===== src/rtl/mavg_pkg.sv =====
`timescale 1ns / 1ps
// ----------------------------------------------------------------------------
// Moving average package
// Shared types and command and status bundles for the moving average block.
// ----------------------------------------------------------------------------
package mavg_pkg;

	localparam int SAMPLE_W = 16;
	localparam int FILL_W   = 4;

	typedef logic signed [SAMPLE_W-1:0] sample_t;
	typedef logic [FILL_W-1:0]          fill_t;

	typedef struct packed {
		logic capture;
		logic read;
		logic update;
		logic div_load;
		logic div_step;
		logic out_load;
	} mavg_cmd_t;

	typedef struct packed {
		logic div_done;
		logic out_free;
	} mavg_status_t;

endpackage


===== src/rtl/mavg_smp_if.sv =====
`timescale 1ns / 1ps
// ----------------------------------------------------------------------------
// Sample channel
// Valid and ready handshake carrying one signed sensor sample per word.
// ----------------------------------------------------------------------------
interface mavg_smp_if;
	logic              valid;
	logic              ready;
	mavg_pkg::sample_t sample;

	modport source (output valid, output sample, input ready);
	modport sink (input valid, input sample, output ready);
endinterface


===== src/rtl/mavg_res_if.sv =====
`timescale 1ns / 1ps
// ----------------------------------------------------------------------------
// Result channel
// Valid and ready handshake carrying the mean and the fill count per word.
// ----------------------------------------------------------------------------
interface mavg_res_if;
	logic              valid;
	logic              ready;
	mavg_pkg::sample_t mean;
	mavg_pkg::fill_t   fill_count;

	modport source (output valid, output mean, output fill_count, input ready);
	modport sink (input valid, input mean, input fill_count, output ready);
endinterface


===== src/rtl/mavg_ram.sv =====
`timescale 1ns / 1ps
// ----------------------------------------------------------------------------
// Generic RAM
// One write port and one read port with registered read data.
// ----------------------------------------------------------------------------
module mavg_ram #(
	parameter int WIDTH = 16,
	parameter int DEPTH = 8
) (
	input  logic                     clk,
	input  logic                     we,
	input  logic [$clog2(DEPTH)-1:0] waddr,
	input  logic [WIDTH-1:0]         wdata,
	input  logic                     re,
	input  logic [$clog2(DEPTH)-1:0] raddr,
	output logic [WIDTH-1:0]         rdata
);

	logic [WIDTH-1:0] mem_q [DEPTH];
	logic [WIDTH-1:0] rdata_q;

	always_ff @(posedge clk) begin
		if (we) begin
			mem_q[waddr] <= wdata;
		end
		if (re) begin
			rdata_q <= mem_q[raddr];
		end
	end

	assign rdata = rdata_q;

endmodule


===== src/rtl/mavg_ctrl.sv =====
`timescale 1ns / 1ps
// ----------------------------------------------------------------------------
// Moving average controller
// Sequences ring read, sum update, serial division and result hand-off.
// ----------------------------------------------------------------------------
module mavg_ctrl (
	input  logic                   clk,
	input  logic                   arst_n,
	input  logic                   in_valid,
	output logic                   in_ready,
	input  mavg_pkg::mavg_status_t status,
	output mavg_pkg::mavg_cmd_t    cmd
);

	localparam logic [2:0] S_IDLE = 3'd0;
	localparam logic [2:0] S_READ = 3'd1;
	localparam logic [2:0] S_UPD  = 3'd2;
	localparam logic [2:0] S_LOAD = 3'd3;
	localparam logic [2:0] S_DIV  = 3'd4;
	localparam logic [2:0] S_DONE = 3'd5;

	logic [2:0] state_q;
	logic [2:0] state_d;

	always_comb begin
		state_d = state_q;
		cmd     = '0;
		case (state_q)
			S_IDLE: begin
				if (in_valid) begin
					cmd.capture = 1'b1;
					state_d     = S_READ;
				end
			end
			S_READ: begin
				cmd.read = 1'b1;
				state_d  = S_UPD;
			end
			S_UPD: begin
				cmd.update = 1'b1;
				state_d    = S_LOAD;
			end
			S_LOAD: begin
				cmd.div_load = 1'b1;
				state_d      = S_DIV;
			end
			S_DIV: begin
				cmd.div_step = 1'b1;
				if (status.div_done) begin
					state_d = S_DONE;
				end
			end
			S_DONE: begin
				if (status.out_free) begin
					cmd.out_load = 1'b1;
					state_d      = S_IDLE;
				end
			end
			default: begin
				state_d = S_IDLE;
			end
		endcase
	end

	assign in_ready = (state_q == S_IDLE);

	always_ff @(posedge clk or negedge arst_n) begin
		if (!arst_n) begin
			state_q <= S_IDLE;
		end else begin
			state_q <= state_d;
		end
	end

	a_one_cmd: assert property (@(posedge clk) disable iff (!arst_n)
		$onehot0(cmd)) else $error("More than one datapath command at once.");

	a_div_exit: assert property (@(posedge clk) disable iff (!arst_n)
		(state_q == S_DIV && status.div_done) |=> (state_q == S_DONE))
		else $error("Division finished without moving to the hand-off state.");

endmodule


===== src/rtl/mavg_dpath.sv =====
`timescale 1ns / 1ps
// ----------------------------------------------------------------------------
// Moving average datapath
// Sample ring, running sum, serial restoring divider and output register.
// ----------------------------------------------------------------------------
module mavg_dpath #(
	parameter int WINDOW = 8
) (
	input  logic                   clk,
	input  logic                   arst_n,
	input  mavg_pkg::mavg_cmd_t    cmd,
	output mavg_pkg::mavg_status_t status,
	input  mavg_pkg::sample_t      sample,
	output logic                   out_valid,
	input  logic                   out_ready,
	output mavg_pkg::sample_t      mean,
	output mavg_pkg::fill_t        fill_count
);

	localparam int PTR_W  = $clog2(WINDOW);
	localparam int CNT_W  = $clog2(WINDOW + 1);
	localparam int SUM_W  = mavg_pkg::SAMPLE_W + $clog2(WINDOW);
	localparam int STEP_W = $clog2(SUM_W);

	mavg_pkg::sample_t         sample_q;
	logic [PTR_W-1:0]          ptr_q;
	logic [CNT_W-1:0]          cnt_q;
	logic signed [SUM_W-1:0]   sum_q;
	logic [SUM_W-1:0]          quo_q;
	logic [CNT_W-1:0]          rem_q;
	logic                      neg_q;
	logic [STEP_W-1:0]         step_q;
	logic                      out_valid_q;
	mavg_pkg::sample_t         mean_q;
	mavg_pkg::fill_t           fill_q;

	logic [mavg_pkg::SAMPLE_W-1:0] ram_rdata;
	mavg_pkg::sample_t             old_val;
	logic                          full;
	logic [CNT_W:0]                trial;
	logic [CNT_W:0]                div_ext;
	logic                          fits;
	logic [SUM_W-1:0]              sum_mag;

	mavg_ram #(
		.WIDTH(mavg_pkg::SAMPLE_W),
		.DEPTH(WINDOW)
	) u_ring (
		.clk  (clk),
		.we   (cmd.update),
		.waddr(ptr_q),
		.wdata(sample_q),
		.re   (cmd.read),
		.raddr(ptr_q),
		.rdata(ram_rdata)
	);

	// Until the ring has filled, the slot under the pointer has never been written.
	assign full    = (cnt_q == CNT_W'(WINDOW));
	assign old_val = full ? mavg_pkg::sample_t'(ram_rdata) : '0;

	assign sum_mag = sum_q[SUM_W-1] ? SUM_W'(-sum_q) : SUM_W'(sum_q);
	assign trial   = {rem_q, quo_q[SUM_W-1]};
	assign div_ext = {1'b0, cnt_q};
	assign fits    = (trial >= div_ext);

	always_ff @(posedge clk or negedge arst_n) begin
		if (!arst_n) begin
			ptr_q <= '0;
			cnt_q <= '0;
			sum_q <= '0;
		end else if (cmd.update) begin
			sum_q <= sum_q - SUM_W'(old_val) + SUM_W'(sample_q);
			ptr_q <= (ptr_q == PTR_W'(WINDOW - 1)) ? '0 : ptr_q + 1'b1;
			if (!full) begin
				cnt_q <= cnt_q + 1'b1;
			end
		end
	end

	always_ff @(posedge clk) begin
		if (cmd.capture) begin
			sample_q <= sample;
		end
		if (cmd.div_load) begin
			quo_q  <= sum_mag;
			rem_q  <= '0;
			neg_q  <= sum_q[SUM_W-1];
			step_q <= STEP_W'(SUM_W - 1);
		end else if (cmd.div_step) begin
			quo_q  <= {quo_q[SUM_W-2:0], fits};
			rem_q  <= fits ? CNT_W'(trial - div_ext) : CNT_W'(trial);
			step_q <= step_q - 1'b1;
		end
		if (cmd.out_load) begin
			mean_q <= mavg_pkg::SAMPLE_W'(neg_q ? -quo_q : quo_q);
			fill_q <= mavg_pkg::FILL_W'(cnt_q);
		end
	end

	always_ff @(posedge clk or negedge arst_n) begin
		if (!arst_n) begin
			out_valid_q <= 1'b0;
		end else if (cmd.out_load) begin
			out_valid_q <= 1'b1;
		end else if (out_ready) begin
			out_valid_q <= 1'b0;
		end
	end

	assign status.div_done = (step_q == '0);
	assign status.out_free = !out_valid_q || out_ready;
	assign out_valid       = out_valid_q;
	assign mean            = mean_q;
	assign fill_count      = fill_q;

	a_cnt_range: assert property (@(posedge clk) disable iff (!arst_n)
		cnt_q <= CNT_W'(WINDOW)) else $error("Fill count exceeds the window.");

	a_div_nonzero: assert property (@(posedge clk) disable iff (!arst_n)
		cmd.div_load |-> (cnt_q != '0)) else $error("Division started by zero.");

	a_load_free: assert property (@(posedge clk) disable iff (!arst_n)
		(out_valid_q && !out_ready) |=> (out_valid_q && $stable(mean_q)))
		else $error("Pending result word overwritten.");

endmodule


===== src/rtl/moving_average_warmup_top.sv =====
`timescale 1ns / 1ps
// ----------------------------------------------------------------------------
// Moving average with warm-up
// Sliding-window mean over signed samples, divided by the current fill count.
// ----------------------------------------------------------------------------
// Channel   Direction  Payload
// samples   in         sample (16 bit signed)
// results   out        mean (16 bit signed), fill_count (4 bit)
//
// Each word is captured, read against the ring, added to the running sum and then
// divided by the one-bit-per-cycle restoring divider before it reaches the result.
// A new sample is taken only once the previous result sits in the output register,
// so a new word is not accepted before the last one is through the divider.
// Reset clears the pointer, fill count, sum and all handshake state; no clearing pass.
// A stalled result holds in the output register while the next sample is processed.
// ----------------------------------------------------------------------------
module moving_average_warmup_top #(
	parameter int WINDOW = 8
) (
	input logic      clk,
	input logic      arst_n,
	mavg_smp_if.sink   samples,
	mavg_res_if.source results
);

	mavg_pkg::mavg_cmd_t    cmd;
	mavg_pkg::mavg_status_t status;

	mavg_ctrl u_ctrl (
		.clk     (clk),
		.arst_n  (arst_n),
		.in_valid(samples.valid),
		.in_ready(samples.ready),
		.status  (status),
		.cmd     (cmd)
	);

	mavg_dpath #(
		.WINDOW(WINDOW)
	) u_dpath (
		.clk       (clk),
		.arst_n    (arst_n),
		.cmd       (cmd),
		.status    (status),
		.sample    (samples.sample),
		.out_valid (results.valid),
		.out_ready (results.ready),
		.mean      (results.mean),
		.fill_count(results.fill_count)
	);

endmodule

===== src/flat_wrapper.sv =====
// flat-port wrapper written by rule: the top's interface ports become plain ports
module moving_average_warmup_top_flat 
#(
	parameter int WINDOW = 8
)
  (clk, arst_n, samples_valid, samples_sample, samples_ready, results_valid, results_mean, results_fill_count, results_ready);
  mavg_smp_if samples_i ();
  mavg_res_if results_i ();
  input logic clk;
  input logic arst_n;
  input wire logic [$bits(samples_i.valid)-1:0] samples_valid;
  input wire logic [$bits(samples_i.sample)-1:0] samples_sample;
  output wire logic [$bits(samples_i.ready)-1:0] samples_ready;
  output wire logic [$bits(results_i.valid)-1:0] results_valid;
  output wire logic [$bits(results_i.mean)-1:0] results_mean;
  output wire logic [$bits(results_i.fill_count)-1:0] results_fill_count;
  input wire logic [$bits(results_i.ready)-1:0] results_ready;
  assign samples_i.valid = samples_valid;
  assign samples_i.sample = samples_sample;
  assign samples_ready = samples_i.ready;
  assign results_valid = results_i.valid;
  assign results_mean = results_i.mean;
  assign results_fill_count = results_i.fill_count;
  assign results_i.ready = results_ready;
  moving_average_warmup_top #(.WINDOW(WINDOW)) u_core (.clk(clk), .arst_n(arst_n), .samples(samples_i), .results(results_i));
endmodule

===== config.mk =====
export PLATFORM = sky130hd
export DESIGN_NAME = moving_average_warmup_top_flat
export DESIGN_NICKNAME = d
export VERILOG_FILES = /design/src/rtl/mavg_pkg.sv /design/src/rtl/mavg_smp_if.sv /design/src/rtl/mavg_res_if.sv /design/src/rtl/mavg_ram.sv /design/src/rtl/mavg_ctrl.sv /design/src/rtl/mavg_dpath.sv /design/src/rtl/moving_average_warmup_top.sv /design/src/flat_wrapper.sv
export SDC_FILE = /design/constraint.sdc
export NUM_CORES = 1
export LEC_CHECK = 0
export ABC_AREA = 1
export BUFFER_PORTS_ARGS = -buffer_cell sky130_fd_sc_hd__buf_4
export CAP_MARGIN = 0
export CORE_MARGIN = 2
export CORE_UTILIZATION = 45
export CTS_BUF_LIST = sky130_fd_sc_hd__clkbuf_8
export DETAILED_ROUTE_END_ITERATION = 10
export HOLD_SLACK_MARGIN = 0.03
export PLACE_DENSITY = 0.69
export SYNTH_ARGS = -nofsm -noshare
export SYNTH_HDL_FRONTEND = slang
export SYNTH_SLANG_ARGS = --single-unit

===== constraint.sdc =====
create_clock -name clk -period 3.3 [get_ports clk]
set_input_delay 0.495 -clock clk [delete_from_list [all_inputs] [get_ports clk]]
set_output_delay 0.495 -clock clk [all_outputs]
set_load 0.03 [all_outputs]

Word level (Yosys, flattened, before mapping)
Memories as Yosys holds them, arrays and structs flattened. A register that Yosys moved wholly into a read port is not among the register bits.
Cells that the tools add are included.

storage, ports and cells
  memories kept = 1
  register bits after elaboration = 95
  memory bits (read-only) = 0
  memory bits (writable) = 128
  input bits = 20
  logic and storage cells = 64
  bits in latches = 0
  output and inout bits = 22

memories
  memory                       words  bits a word  read ports  clocked after memory_dff  wr ports  RTL line        source
  u_core.u_dpath.u_ring.mem_q  8      16           1           1                         1         mavg_ram.sv:19  logic [WIDTH-1:0] mem_q [DEPTH];

operators by class
  shifts and indexed selects = 0
  reductions and logical operators = 8
  divide/modulo/power cells = 0
  bitwise gates (word level) = 1
  equal/unequal tests = 10
  mux-type cells = 23
  add/subtract/negate cells = 8
  magnitude comparators = 1
  $mul = 0

operators with widths
  kind                 number
  $mux 19              3
  $mux 16              2
  $add 19x16->19       1
  $neg 19->19          1
  $sub 19x16->19       1
  $pmux 3 s6           1
  $neg 16->16          1
  $mux 1               12
  $mux 3               4
  $eq 3x3->1 const B   3
  $eq 3x2->1 const B   2
  $ge 5x4->1           1
  $logic_not 5->1      1
  $sub 5x1->5 const B  1
  $add 4x1->4 const B  1
  $eq 4x4->1 const B   1
  $mux 4               1
  $ne 2x1->1 const B   2
  $reduce_bool 2->1    2
  $sub 4x4->4          1
  $add 3x1->3 const B  1
  $eq 3x1->1 const B   1
  $logic_not 3->1      1
  $reduce_and 3->1     1
  5 further kinds      5

Logic depth before layout (Yosys ltp)
Gate-level depths: netlist of the first run.

  word-level depth = 5
  gate-level depth with buffers = 19
  mapped depth without buffers = 18

Cells and area by module
From an unflattened synthesis of the first run, not the netlist that was laid out.

unflattened totals
  cells, all modules = 1,377
  area, all modules = 12,510.7 µm²

modules (own cells, without submodules)
  module      cells each  sequential area each (µm²)  times used  area each (µm²)
  mavg_dpath  763         2,537.4                     1           6,178.4
  mavg_ram    587         4,324.1                     1           6,149.6
  mavg_ctrl   27          75.1                        1           182.7

Worst setup path after synthesis of the first run
OpenSTA, ideal clock, no wires.

  kind = register -> register
  start point = reg u_core.u_dpath.cnt_q[1]
  end point = reg u_core.u_dpath.sum_q[18]
  stages on the path, launching flop included = 17
  library setup time = 0.117 ns
  slack = 0.461 ns
  data required time = 3.183 ns
  path buffers = 1
  data arrival time = 2.722 ns
  clock period less this slack = 2.839 ns
  path through = dfrtp_1 -> inv_1 -> ha_1 -> nand3_1 -> clkbuf_1 -> nor2_1 -> fa_1 -> inv_1 -> ha_1 -> a21oi_1 -> nand2_1 -> nand2_1 -> nand3_1 -> nand2_1 -> nand3_1 -> nand3_1 -> nand2_1

on the way
  cells in the longest elaborated chain, start to end = 4

RTL lines
  item                      RTL line          source
  start: declaration        mavg_dpath.sv:27  logic [CNT_W-1:0] cnt_q;
  start signal: assignment  mavg_dpath.sv:76  cnt_q <= cnt_q + 1'b1;
  $eq 4x4->1                mavg_dpath.sv:59  assign full = (cnt_q == CNT_W'(WINDOW));
  $mux 16                   mavg_dpath.sv:60  assign old_val = full ? mavg_pkg::sample_t'(ram_rdata) : '0;
  $sub 19x16->19            mavg_dpath.sv:73  sum_q <= sum_q - SUM_W'(old_val) + SUM_W'(sample_q);
  $add 19x16->19            mavg_dpath.sv:73
  end signal: assignment    mavg_dpath.sv:73
  end: declaration          mavg_dpath.sv:28  logic signed [SUM_W-1:0] sum_q;

Every way passes these cells.
A chain may end at the register's enable or synchronous reset.

Final worst setup path of the first run
  start point = reg u_core.u_dpath.cnt_q[0]
  end point = reg u_core.u_dpath.sum_q[17]

Same word-level chain as after synthesis.

==> results.yml, run 1 <==
synthesis:
  ys.warnings.count: 0
  synth-async-reset-ratio_pct: 12.6
  synth_flop_cell: "sky130_fd_sc_hd__edfxtp_1"
  syn_area_per_cell_um2: 10.6
  synthesis.area_um2: 11400
  synth_seq_area_share_pct: 60.8
  yosys-top-cells-area: "sky130_fd_sc_hd__edfxtp_1 (53%), sky130_fd_sc_hd__nand2_1 (7.9%), sky130_fd_sc_hd__dfrtp_1 (6.6%)"
  synth_top_area_cell: "sky130_fd_sc_hd__edfxtp_1"
  ys_ff_latch: 239
  post_synth_num_cell_types: 46
  synth_enable_flop_cells: 200
  syn-num-nets: 1142
  synthCells: 1072
  yosys.area.top_type_share_pct: 52.6
timing:
  timing.slew.headroom_pct: 47.7
  min_period_ns: 2.98
  fin_crit_sh_pct: 90.4
  tightest_slew_ns: 0.783
  finalSetupViolations: 0
  holdWs_ns: 0.140
  post_route_skew_ns: 0.0322
  hold_viol: 0
  timing_max_transition_violations_final: 0
  rsz0062_at_grt: "false"
  timing.setup.tns_ns: 0
  clock.fmax_mhz: 335
global_route:
  first_global_vias: 7594
  grt_pass1_wl_um: 39000
  overflow: 0
  antenna_found_initial: 0
  grt_util_all_layers_pct: 18.8
  grt_max_degree: 36
routing:
  routedWlPerCell_um: 15.9
  ant_nets: 0
  wl_met1_um: 10500
  top_signal_layer_used: "met4"
  num_vias: 7645
  count_of_unresolved_drc_violations_after_routing: 0
  vias_per_cell: 5.04
  drt_first_pass_iters: 5
  wl_met2_um: 11400
  detailedRoute.firstIterationViolations: 694
  drt-total-wl_um: 24100
  met3_wirelength_um: 1550
final_layout:
  area_taken_by_multi_input_logic_gates_um2: 3710
  num-nets-final: 1225
  num_antenna_cells: 0
  post_route_cells_drive_above_1_share_pct: 11.0
  ff_latch_area_um2: 6940
  flow.area_growth_from_synthesis_pct: 12.8
  stdcell_count: 1516
  final_instance_area_um2: 12900
  fillerInstances: 2292
setup_path:
  worst-setup-path-type: "reg2reg"
  critPathCaptureType: "register"
  r2r_setup_slack_ns: 0.32
  cp-start-kind: "register"
  critPathArrivalTime_ns: 3.41
  cp_max_fo: 15
  cp_data_required_time_ns: 3.72
  rr_worst_depth: 17
cts:
  max-clock-path-buffers: 3
  cts_made_buffers: 39
  clock-root-buffer: "sky130_fd_sc_hd__clkbuf_8"
  worst_setup_hold_path_clk_slew_ns: 0.06
  worst_skew_pair.late_latency_ns: 0.54
  post-cts-setup-buffer-count: 0
  cts_tree: "done"
  clock_sink_count: 239
  cts_max_level: 2
power_and_ir_drop:
  switchingPower_mw: 5.16
  p_comb_share_pct: 43.9
  internal_power_mw: 7.19
  ir_worst_vdd_mv: 0.455
  total_leakage_power_nw: 5.49
  power_frac_clock_pct: 18.4
  power_density_nw_per_um2: 959
  sequential_group_share_of_total_power_pct: 37.7
  switching_fraction_pct: 41.8
placement:
  instance_area_after_placement_um2: 12200
  gp_congestion: 0.914
  count_of_buffers_inserted_at_the_top_level_ports: 41
  detailed_place_hpwl_um: 16600
  number_of_cells_after_detailed_placement: 1443
floorplan:
  core_region_area_um2: 25000
  fp.dieH_um: 163
  die_area_um2: 26600
  floorplan.rows: 58
  design.portCount: 42
  initial_core_util_pct: 45.6
  die_w_um: 163
outcome:
  status: "finished, final reports clean"
hold_path:
  worstHoldPathType: "in2reg"
  hold-path-cell-count: 1
run:
  maxCapViolations: 0
[routing by layer]
| layer | global-route usage, % | vias up |
|---|---|---|
| met1 | 24.5 | 3601 |
| met2 | 31.2 | 218 |
| met3 | 3.83 | 45 |
| li1 | - | 3781 |
| met5 | 0 | - |
| met4 | 6.88 | 0 |
[final timing paths]
kind	from	end
worst max-delay path	u_core.u_dpath.cnt_q[0]	u_core.u_dpath.sum_q[17]
worst min-delay path	samples_sample[9]	u_core.u_dpath.sample_q[9]
worst max register to register	u_core.u_dpath.cnt_q[0]	u_core.u_dpath.sum_q[17]
worst min register to register	u_core.u_dpath.rem_q[3]	u_core.u_dpath.rem_q[3]
max in group asynchronous	arst_n	u_core.u_dpath.sum_q[6]
min in group asynchronous	arst_n	u_core.u_dpath.sum_q[13]
[timing repair]
action	4_1_cts	5_1_grt
hold buffers	1	0
hold endpoints to repair	30	0
setup endpoints to repair	0	0
gates resized for setup	0	0
[power by group through the flow]
stage          Combinational [mW]  Sequential [mW]  Clock (mW)
2_1_floorplan                4.05             4.62           0
3_3_place_gp                 5.28             4.69           0
3_5_place_dp                 5.40             4.71           0
4_1_cts                      5.42             4.66        2.33
5_1_grt                      6.20             4.74        2.47
6_report                     5.42             4.66        2.27
[registers in the layout, summed over array words and instances (netlist names), 5 cells and up]
signal	count
u_core.u_dpath.sum_q	19
u_core.u_dpath.step_q	5
u_core.u_dpath.mean	16
u_core.u_dpath.sample_q	16
u_core.u_dpath.quo_q	19
u_core.u_dpath.u_ring.mem_q	128
u_core.u_dpath.u_ring.rdata	16
[layout make-up]
class,instances,share of cell area [%]
Timing Repair Buffer,62,3.64
Clock inverter,33,1.15
Multi-Input combinational cell,638,28.8
Inverter,175,5.10
Clock buffer,39,4.17
Sequential cell,239,53.9
Tap cell,330,3.21
[cells in the mapped netlist (all sizes together) (7+ instances only)]
master  number
o21ai       57
ha          31
a21oi       25
dfrtp       30
nand3b       7
nor3         8
xnor2       10
buf         17
nand2      242
edfxtp     200
dfxtp        9
a221oi      13
a22oi       15
nand4       24
xor2        27
nor2        82
inv        175
fa          19
nand3       53
[through the flow]
step	power, mW	util (%)	worst slack (ns)
floorplan	8.66	-	0.461
global placement	9.98	48.6	0.419
detailed placement	10.1	48.6	0.313
CTS	12.4	51.4	0.313
global route	13.4	51.4	0.0478
finish	12.3	51.4	0.316
[layout by cell type, fill, tap and decap left out, types with 24 or more instances in the layout]
master                     instances
sky130_fd_sc_hd__nand2_1         240
sky130_fd_sc_hd__edfxtp_1        200
sky130_fd_sc_hd__nor2_1           78
sky130_fd_sc_hd__ha_1             31
sky130_fd_sc_hd__xor2_1           27
sky130_fd_sc_hd__dfrtp_1          30
sky130_fd_sc_hd__a21oi_1          25
sky130_fd_sc_hd__o21ai_0          44
sky130_fd_sc_hd__inv_1           184
sky130_fd_sc_hd__nand4_1          24
sky130_fd_sc_hd__buf_4            61
sky130_fd_sc_hd__clkbuf_8         39
sky130_fd_sc_hd__nand3_1          50
[critical path, stage by stage (launching register included)]
cell	delay, ns
sky130_fd_sc_hd__dfrtp_1	0.46
sky130_fd_sc_hd__inv_1	0.08
sky130_fd_sc_hd__ha_1	0.21
sky130_fd_sc_hd__nand3_1	0.10
sky130_fd_sc_hd__buf_4	0.21
sky130_fd_sc_hd__nor2_1	0.08
sky130_fd_sc_hd__fa_1	0.47
sky130_fd_sc_hd__inv_1	0.04
sky130_fd_sc_hd__ha_1	0.36
sky130_fd_sc_hd__nand2_1	0.12
sky130_fd_sc_hd__nor2_1	0.20
sky130_fd_sc_hd__nand3_1	0.10
sky130_fd_sc_hd__nand3_1	0.17
sky130_fd_sc_hd__nand2_1	0.09
sky130_fd_sc_hd__nand2_1	0.07
sky130_fd_sc_hd__nand2_1	0.04
sky130_fd_sc_hd__nand3_1	0.06
sky130_fd_sc_hd__nand2_1	0.05
[cells by family after synthesis]
family / after synthesis / share of synthesized area, %
buffers and inverters: 195 / 6.71
AND/OR/NAND/NOR: 423 / 16.0
flip-flops: 239 / 60.8
XOR/XNOR: 37 / 2.84
adder cells (fa/ha/maj): 50 / 6.73
AO/OA/AOI/OAI: 128 / 6.93
(Power assumes the default switching activity.)
==> inputs of run 2 (changes only) <==
REMOVE_ABC_BUFFERS = 1   (was not set)
==> results.yml, run 2 (same netlist as run 1, synthesis figures left out) <==
timing:
  timing.slew.headroom_pct: 47.7
  timing_max_transition_violations_final: 0
  timing.setup.tns_ns: 0
  worst_slack_ns: 0.333
  post_route_skew_ns: 0.0249
  tightest_slew_ns: 0.784
  hold_viol: 0
  fin_crit_sh_pct: 89.9
  rsz0062_at_grt: "false"
  finalSetupViolations: 0
  min_period_ns: 2.97
  clock.fmax_mhz: 337
floorplan:
  design.portCount: 42
  die_w_um: 163
  die_area_um2: 26600
  core_region_area_um2: 25000
  fp.dieH_um: 163
  floorplan.rows: 58
  initial_core_util_pct: 45.6
placement:
  number_of_cells_after_detailed_placement: 1440
  count_of_buffers_inserted_at_the_top_level_ports: 41
  place_worst_setup_slack_ns: 0.326
  detailed_place_hpwl_um: 16000
  gp_congestion: 0.869
  instance_area_after_placement_um2: 12200
setup_path:
  crit-reg2reg-launch: "u_core.u_dpath.cnt_q[0]"
  critPathCaptureType: "register"
  critPathArrivalTime_ns: 3.40
  cp_data_required_time_ns: 3.73
  r2r_setup_slack_ns: 0.33
  worst_flop_to_flop_path_endpoint: "u_core.u_dpath.sum_q[12]"
  cp-start-kind: "register"
  rr_worst_depth: 16
  worst-setup-path-type: "reg2reg"
  cp_max_fo: 16
global_route:
  overflow: 0
  grt_pass1_wl_um: 37900
  grt_max_degree: 31
  antenna_found_initial: 0
  grt_util_all_layers_pct: 18.2
  first_global_vias: 7637
hold_path:
  hold-path-cell-count: 1
  hold-path-endpoint: "u_core.u_dpath.sample_q[6]"
  worstHoldPathType: "in2reg"
  hp-start: "samples_sample[6]"
power_and_ir_drop:
  power_density_nw_per_um2: 967
  ir_worst_vdd_mv: 0.413
  total_leakage_power_nw: 5.52
routing:
  drt-total-wl_um: 23400
  ant_nets: 0
  vias_per_cell: 5.09
  detailedRoute.firstIterationViolations: 650
  count_of_unresolved_drc_violations_after_routing: 0
  num_vias: 7720
  routedWlPerCell_um: 15.4
  drt_first_pass_iters: 6
cts:
  clock_sink_count: 239
  max-clock-path-buffers: 3
  worst_setup_hold_path_clk_slew_ns: 0.06
  cts_max_level: 2
  worst_skew_pair.late_latency_ns: 0.55
  cts_made_buffers: 42
  clock-root-buffer: "sky130_fd_sc_hd__clkbuf_8"
  cts_tree: "done"
final_layout:
  largest_reg_flops: 128
  post_route_cells_drive_above_1_share_pct: 11.6
  num-nets-final: 1225
  layout_top_registers: "u_core.u_dpath.u_ring.mem_q: 128 flops, u_core.u_dpath.quo_q: 19 flops, u_core.u_dpath.sum_q: 19 flops"
  stdcell_count: 1518
  num_antenna_cells: 0
  final_common_cell: "sky130_fd_sc_hd__nand2_1"
  registers.top_by_ff_count: "u_core.u_dpath.u_ring.mem_q"
  flow.area_growth_from_synthesis_pct: 13.7
  final_cell_mix: "sky130_fd_sc_hd__nand2_1 (240), sky130_fd_sc_hd__edfxtp_1 (200), sky130_fd_sc_hd__inv_1 (183)"
  final_instance_area_um2: 13000
outcome:
  status: "finished, final reports clean"
run:
  maxCapViolations: 0
-- run 2: changes by cell type in the layout (fill, tap and decap cells not counted), moves of 2 or more --
cell                       delta
sky130_fd_sc_hd__clkinv_1     -3
sky130_fd_sc_hd__clkbuf_8     +7
sky130_fd_sc_hd__buf_4        -5
sky130_fd_sc_hd__buf_12       +2
-- run 2: through the flow --
| stage | hold WS [ns] | power, mW | util, % |
|---|---|---|---|
| 4_1_cts | 0.0794 | 12.6 | 51.8 |
| 5_1_grt | 0.0877 | 13.6 | 51.8 |
| 2_1_floorplan | 0.199 | 8.58 | - |
| 3_5_place_dp | 0.435 | 10.1 | 48.7 |
| 3_3_place_gp | 0.437 | 9.94 | 48.7 |
| 6_report | 0.118 | 12.5 | 51.8 |
-- run 2: area by class of cell --
type | instances | area (µm²)
clock inverter | 31 | 150
tap | 330 | 413
clock buffer | 46 | 633
sequential | 239 | 6940
inverter | 175 | 657
fill | 2202 | 12100
timing repair buffer | 59 | 470
multi-input combinational | 638 | 3710
-- run 2: timing repair --
item                                    CTS  global route
endpoints found under the hold margin    30             0
endpoints found under the setup margin    0             1
setup buffers                             0             0
gates resized for setup                   0             1
hold buffers                              1             0
-- run 2: power by group --
group	internal [mW]	leakage, nW	switching, mW
Clock	1.30	0.458	1.20
Combinational	1.87	2.80	3.52
Sequential	4.19	2.27	0.462
Total	7.36	5.52	5.19
-- run 2: how the worst max path moves through the flow --
stage	startpoint	endpoint	slack, ns	cells after the start
4_1_cts	u_core.u_dpath.cnt_q[1]	u_core.u_dpath.sum_q[12]	0.30	16
3_5_place_dp	u_core.u_dpath.cnt_q[1]	u_core.u_dpath.sum_q[12]	0.33	16
6_report	u_core.u_dpath.cnt_q[0]	u_core.u_dpath.sum_q[12]	0.33	16
2_1_floorplan	u_core.u_dpath.cnt_q[1]	u_core.u_dpath.sum_q[18]	0.51	17
5_1_grt	u_core.u_dpath.cnt_q[0]	u_core.u_dpath.sum_q[18]	0.02	18
3_3_place_gp	u_core.u_dpath.cnt_q[0]	u_core.u_dpath.sum_q[17]	0.41	17
-- run 2: critical path, stage by stage (launching register included) --
cell and delay, ns:
sky130_fd_sc_hd__dfrtp_1 0.44, sky130_fd_sc_hd__inv_1 0.07, sky130_fd_sc_hd__ha_1 0.19, sky130_fd_sc_hd__nand3_1 0.08, sky130_fd_sc_hd__buf_4 0.21, sky130_fd_sc_hd__nor2_1 0.08, sky130_fd_sc_hd__fa_1 0.48, sky130_fd_sc_hd__inv_1 0.07
sky130_fd_sc_hd__fa_1 0.50, sky130_fd_sc_hd__nand3_1 0.10, sky130_fd_sc_hd__nand3_1 0.11, sky130_fd_sc_hd__nand2_1 0.08, sky130_fd_sc_hd__nand2_1 0.11, sky130_fd_sc_hd__nand2_1 0.10, sky130_fd_sc_hd__nand3b_1 0.09, sky130_fd_sc_hd__nand3_1 0.09
sky130_fd_sc_hd__nand2_1 0.05
-- run 2: routing by layer --
layer	part of all wire, %	global-route usage (%)	vias to the layer above
met3	6.4	3.07	49
li1	-	-	3781
met1	43	24.0	3638
met5	0	0	-
met2	47	30.4	252
met4	2.9	6.88	0
==> inputs of run 3 (changes only) <==
SETUP_SLACK_MARGIN = 0.5   (was not set)
==> results.yml, run 3 (same netlist as run 1, synthesis figures left out) <==
outcome:
  status: "finished, final reports clean"
setup_path:
  worst_flop_to_flop_path_endpoint: "u_core.u_dpath.sum_q[15]"
  worstSetupPathDepth: 16
  cp_data_required_time_ns: 3.72
  endpoint: "u_core.u_dpath.sum_q[15]"
  setup.worst_path.start: "u_core.u_dpath.cnt_q[1]"
  r2r_setup_slack_ns: 0.61
  cp-start-kind: "register"
  critPathCaptureType: "register"
  rr_worst_depth: 16
  critical_path.n_buffers_inverters: 3
  cp_max_fo: 8
  critical_path.slowest_cell: "sky130_fd_sc_hd__fa_1"
  crit_family: "adder cells"
  critPathArrivalTime_ns: 3.12
  worst-setup-path-type: "reg2reg"
  crit_path_cell_trace: "inv_2 -> ha_4 -> nand3_4 -> buf_12 -> nor2_2 -> fa_1 -> inv_2 -> ha_4 -> a21oi_2 -> nor2_1 -> nor2_1 -> nand2_2 -> nand2_2 -> nand3b_1 -> nand3_1 -> nand2_1"
  crit-reg2reg-launch: "u_core.u_dpath.cnt_q[1]"
  critical-path-max-stage-delay_ns: 0.54
cts:
  clock_sink_count: 239
  cts_made_buffers: 42
  clock-root-buffer: "sky130_fd_sc_hd__clkbuf_8"
  cts_tree: "done"
  max-clock-path-buffers: 3
  cts_max_level: 2
  worst_setup_hold_path_clk_slew_ns: 0.06
  worst_skew_pair.late_latency_ns: 0.56
floorplan:
  fp.dieH_um: 163
  floorplan.rows: 58
  initial_core_util_pct: 45.6
  die_w_um: 163
  design.portCount: 42
  die_area_um2: 26600
  core_region_area_um2: 25000
placement:
  count_of_buffers_inserted_at_the_top_level_ports: 41
  number_of_cells_after_detailed_placement: 1440
  gp_congestion: 0.869
  instance_area_after_placement_um2: 12200
  detailed_place_hpwl_um: 16000
routing:
  drt_first_pass_iters: 5
  ant_nets: 0
  vias_per_cell: 5.12
  drt-total-wl_um: 24100
  count_of_unresolved_drc_violations_after_routing: 0
  num_vias: 7822
  detailedRoute.firstIterationViolations: 646
  routedWlPerCell_um: 15.8
power_and_ir_drop:
  power_density_nw_per_um2: 1010
  total_leakage_power_nw: 5.60
  fin_total_pwr_mw: 13.6
  ir_worst_vdd_mv: 0.417
global_route:
  grt_pass1_wl_um: 38200
  overflow: 0
  first_global_vias: 7691
  grt_max_degree: 31
  antenna_found_initial: 0
  grt_util_all_layers_pct: 18.4
timing:
  timing.setup.tns_ns: 0
  tightest_slew_ns: 0.787
  post_route_skew_ns: 0.0231
  hold_viol: 0
  clock.fmax_mhz: 371
  min_period_ns: 2.69
  timing_max_transition_violations_final: 0
  holdWs_ns: 0.115
  finalSetupViolations: 0
  fin_crit_sh_pct: 81.7
  rsz0062_at_grt: "false"
  timing.slew.headroom_pct: 47.5
final_layout:
  num_antenna_cells: 0
  area_taken_by_multi_input_logic_gates_um2: 4100
  largest_reg_flops: 128
  layout_top_registers: "u_core.u_dpath.u_ring.mem_q: 128 flops, u_core.u_dpath.quo_q: 19 flops, u_core.u_dpath.sum_q: 19 flops"
  num-nets-final: 1235
  registers.top_by_ff_count: "u_core.u_dpath.u_ring.mem_q"
  post_route_cells_drive_above_1_share_pct: 19.8
  final_common_cell: "sky130_fd_sc_hd__nand2_1"
  fillerInstances: 2132
  final_cell_mix: "sky130_fd_sc_hd__nand2_1 (219), sky130_fd_sc_hd__edfxtp_1 (200), sky130_fd_sc_hd__inv_1 (171)"
  stdcell_count: 1528
  ff_latch_area_um2: 6940
  flow.area_growth_from_synthesis_pct: 18.0
  final_instance_area_um2: 13500
hold_path:
  worstHoldPathType: "in2reg"
run:
  maxCapViolations: 0
==> run 3: cell count changes in the layout (fill, tap and decap cells not counted), sizes merged <==
| cell | previous run | this run |
|---|---|---|
| buf | 58 | 68 |
==> run 3: power by group <==
part | internal [mW] | total [mW] | switching (mW) | leakage, nW
Clock | 1.30 | 2.50 | 1.21 | 0.458
Sequential | 4.19 | 4.65 | 0.457 | 2.27
Combinational | 2.41 | 6.41 | 4.00 | 2.87
Total | 7.90 | 13.6 | 5.67 | 5.60
==> run 3: area by class of cell <==
cell class / instances / area share (%)
clock buffers: 46 / 4.70
clock inverters: 31 / 1.12
inverters: 175 / 4.90
repair buffers: 69 / 4.24
well taps: 330 / 3.07
flip-flops and latches: 239 / 51.5
multi-input cells: 638 / 30.4
==> run 3: through the flow <==
step,utilization [%],setup slack (ns)
finish,53.8,0.605
global route,53.8,0.461
CTS,52.0,0.514
detailed placement,48.7,0.326
global placement,48.7,0.407
floorplan,-,0.513
==> run 3: worst min path at each step <==
stage	from	endpoint	slack, ns	depth (start not counted)
after global placement	u_core.u_dpath.quo_q[0]	u_core.u_dpath.mean[0]	0.44	0
after floorplan	arst_n	u_core.u_ctrl.state_q[0]	0.20	0
after detailed placement	u_core.u_dpath.quo_q[0]	u_core.u_dpath.mean[0]	0.44	0
final	samples_sample[6]	u_core.u_dpath.sample_q[6]	0.11	1
after CTS	samples_sample[8]	u_core.u_dpath.sample_q[8]	0.08	1
after global routing	samples_sample[8]	u_core.u_dpath.sample_q[8]	0.09	1
==> run 3: worst register-to-register path, stage by stage (launching register included) <==
cell	delay [ns]
sky130_fd_sc_hd__dfrtp_1	0.37
sky130_fd_sc_hd__inv_2	0.07
sky130_fd_sc_hd__ha_4	0.16
sky130_fd_sc_hd__nand3_4	0.12
sky130_fd_sc_hd__buf_12	0.16
sky130_fd_sc_hd__nor2_2	0.05
sky130_fd_sc_hd__fa_1	0.54
sky130_fd_sc_hd__inv_2	0.04
sky130_fd_sc_hd__ha_4	0.23
sky130_fd_sc_hd__a21oi_2	0.20
sky130_fd_sc_hd__nor2_1	0.07
sky130_fd_sc_hd__nor2_1	0.12
sky130_fd_sc_hd__nand2_2	0.12
sky130_fd_sc_hd__nand2_2	0.10
sky130_fd_sc_hd__nand3b_1	0.08
sky130_fd_sc_hd__nand3_1	0.10
sky130_fd_sc_hd__nand2_1	0.05
==> run 3: what timing repair did <==
action / CTS / global route
cloned: 1 / 0
endpoints found under the hold margin: 30 / 0
gates resized for setup: 10 / 102
setup endpoints to repair: 14 / 14
hold buffers: 1 / 0
pin swaps: 0 / 24
setup buffers: 2 / 7
==> run 3: metal layers <==
metal	wire length, µm	global-route usage [%]
met1	10500	24.0
met2	11600	31.1
met3	1320	3.07
met4	744	6.76
met5	0	0
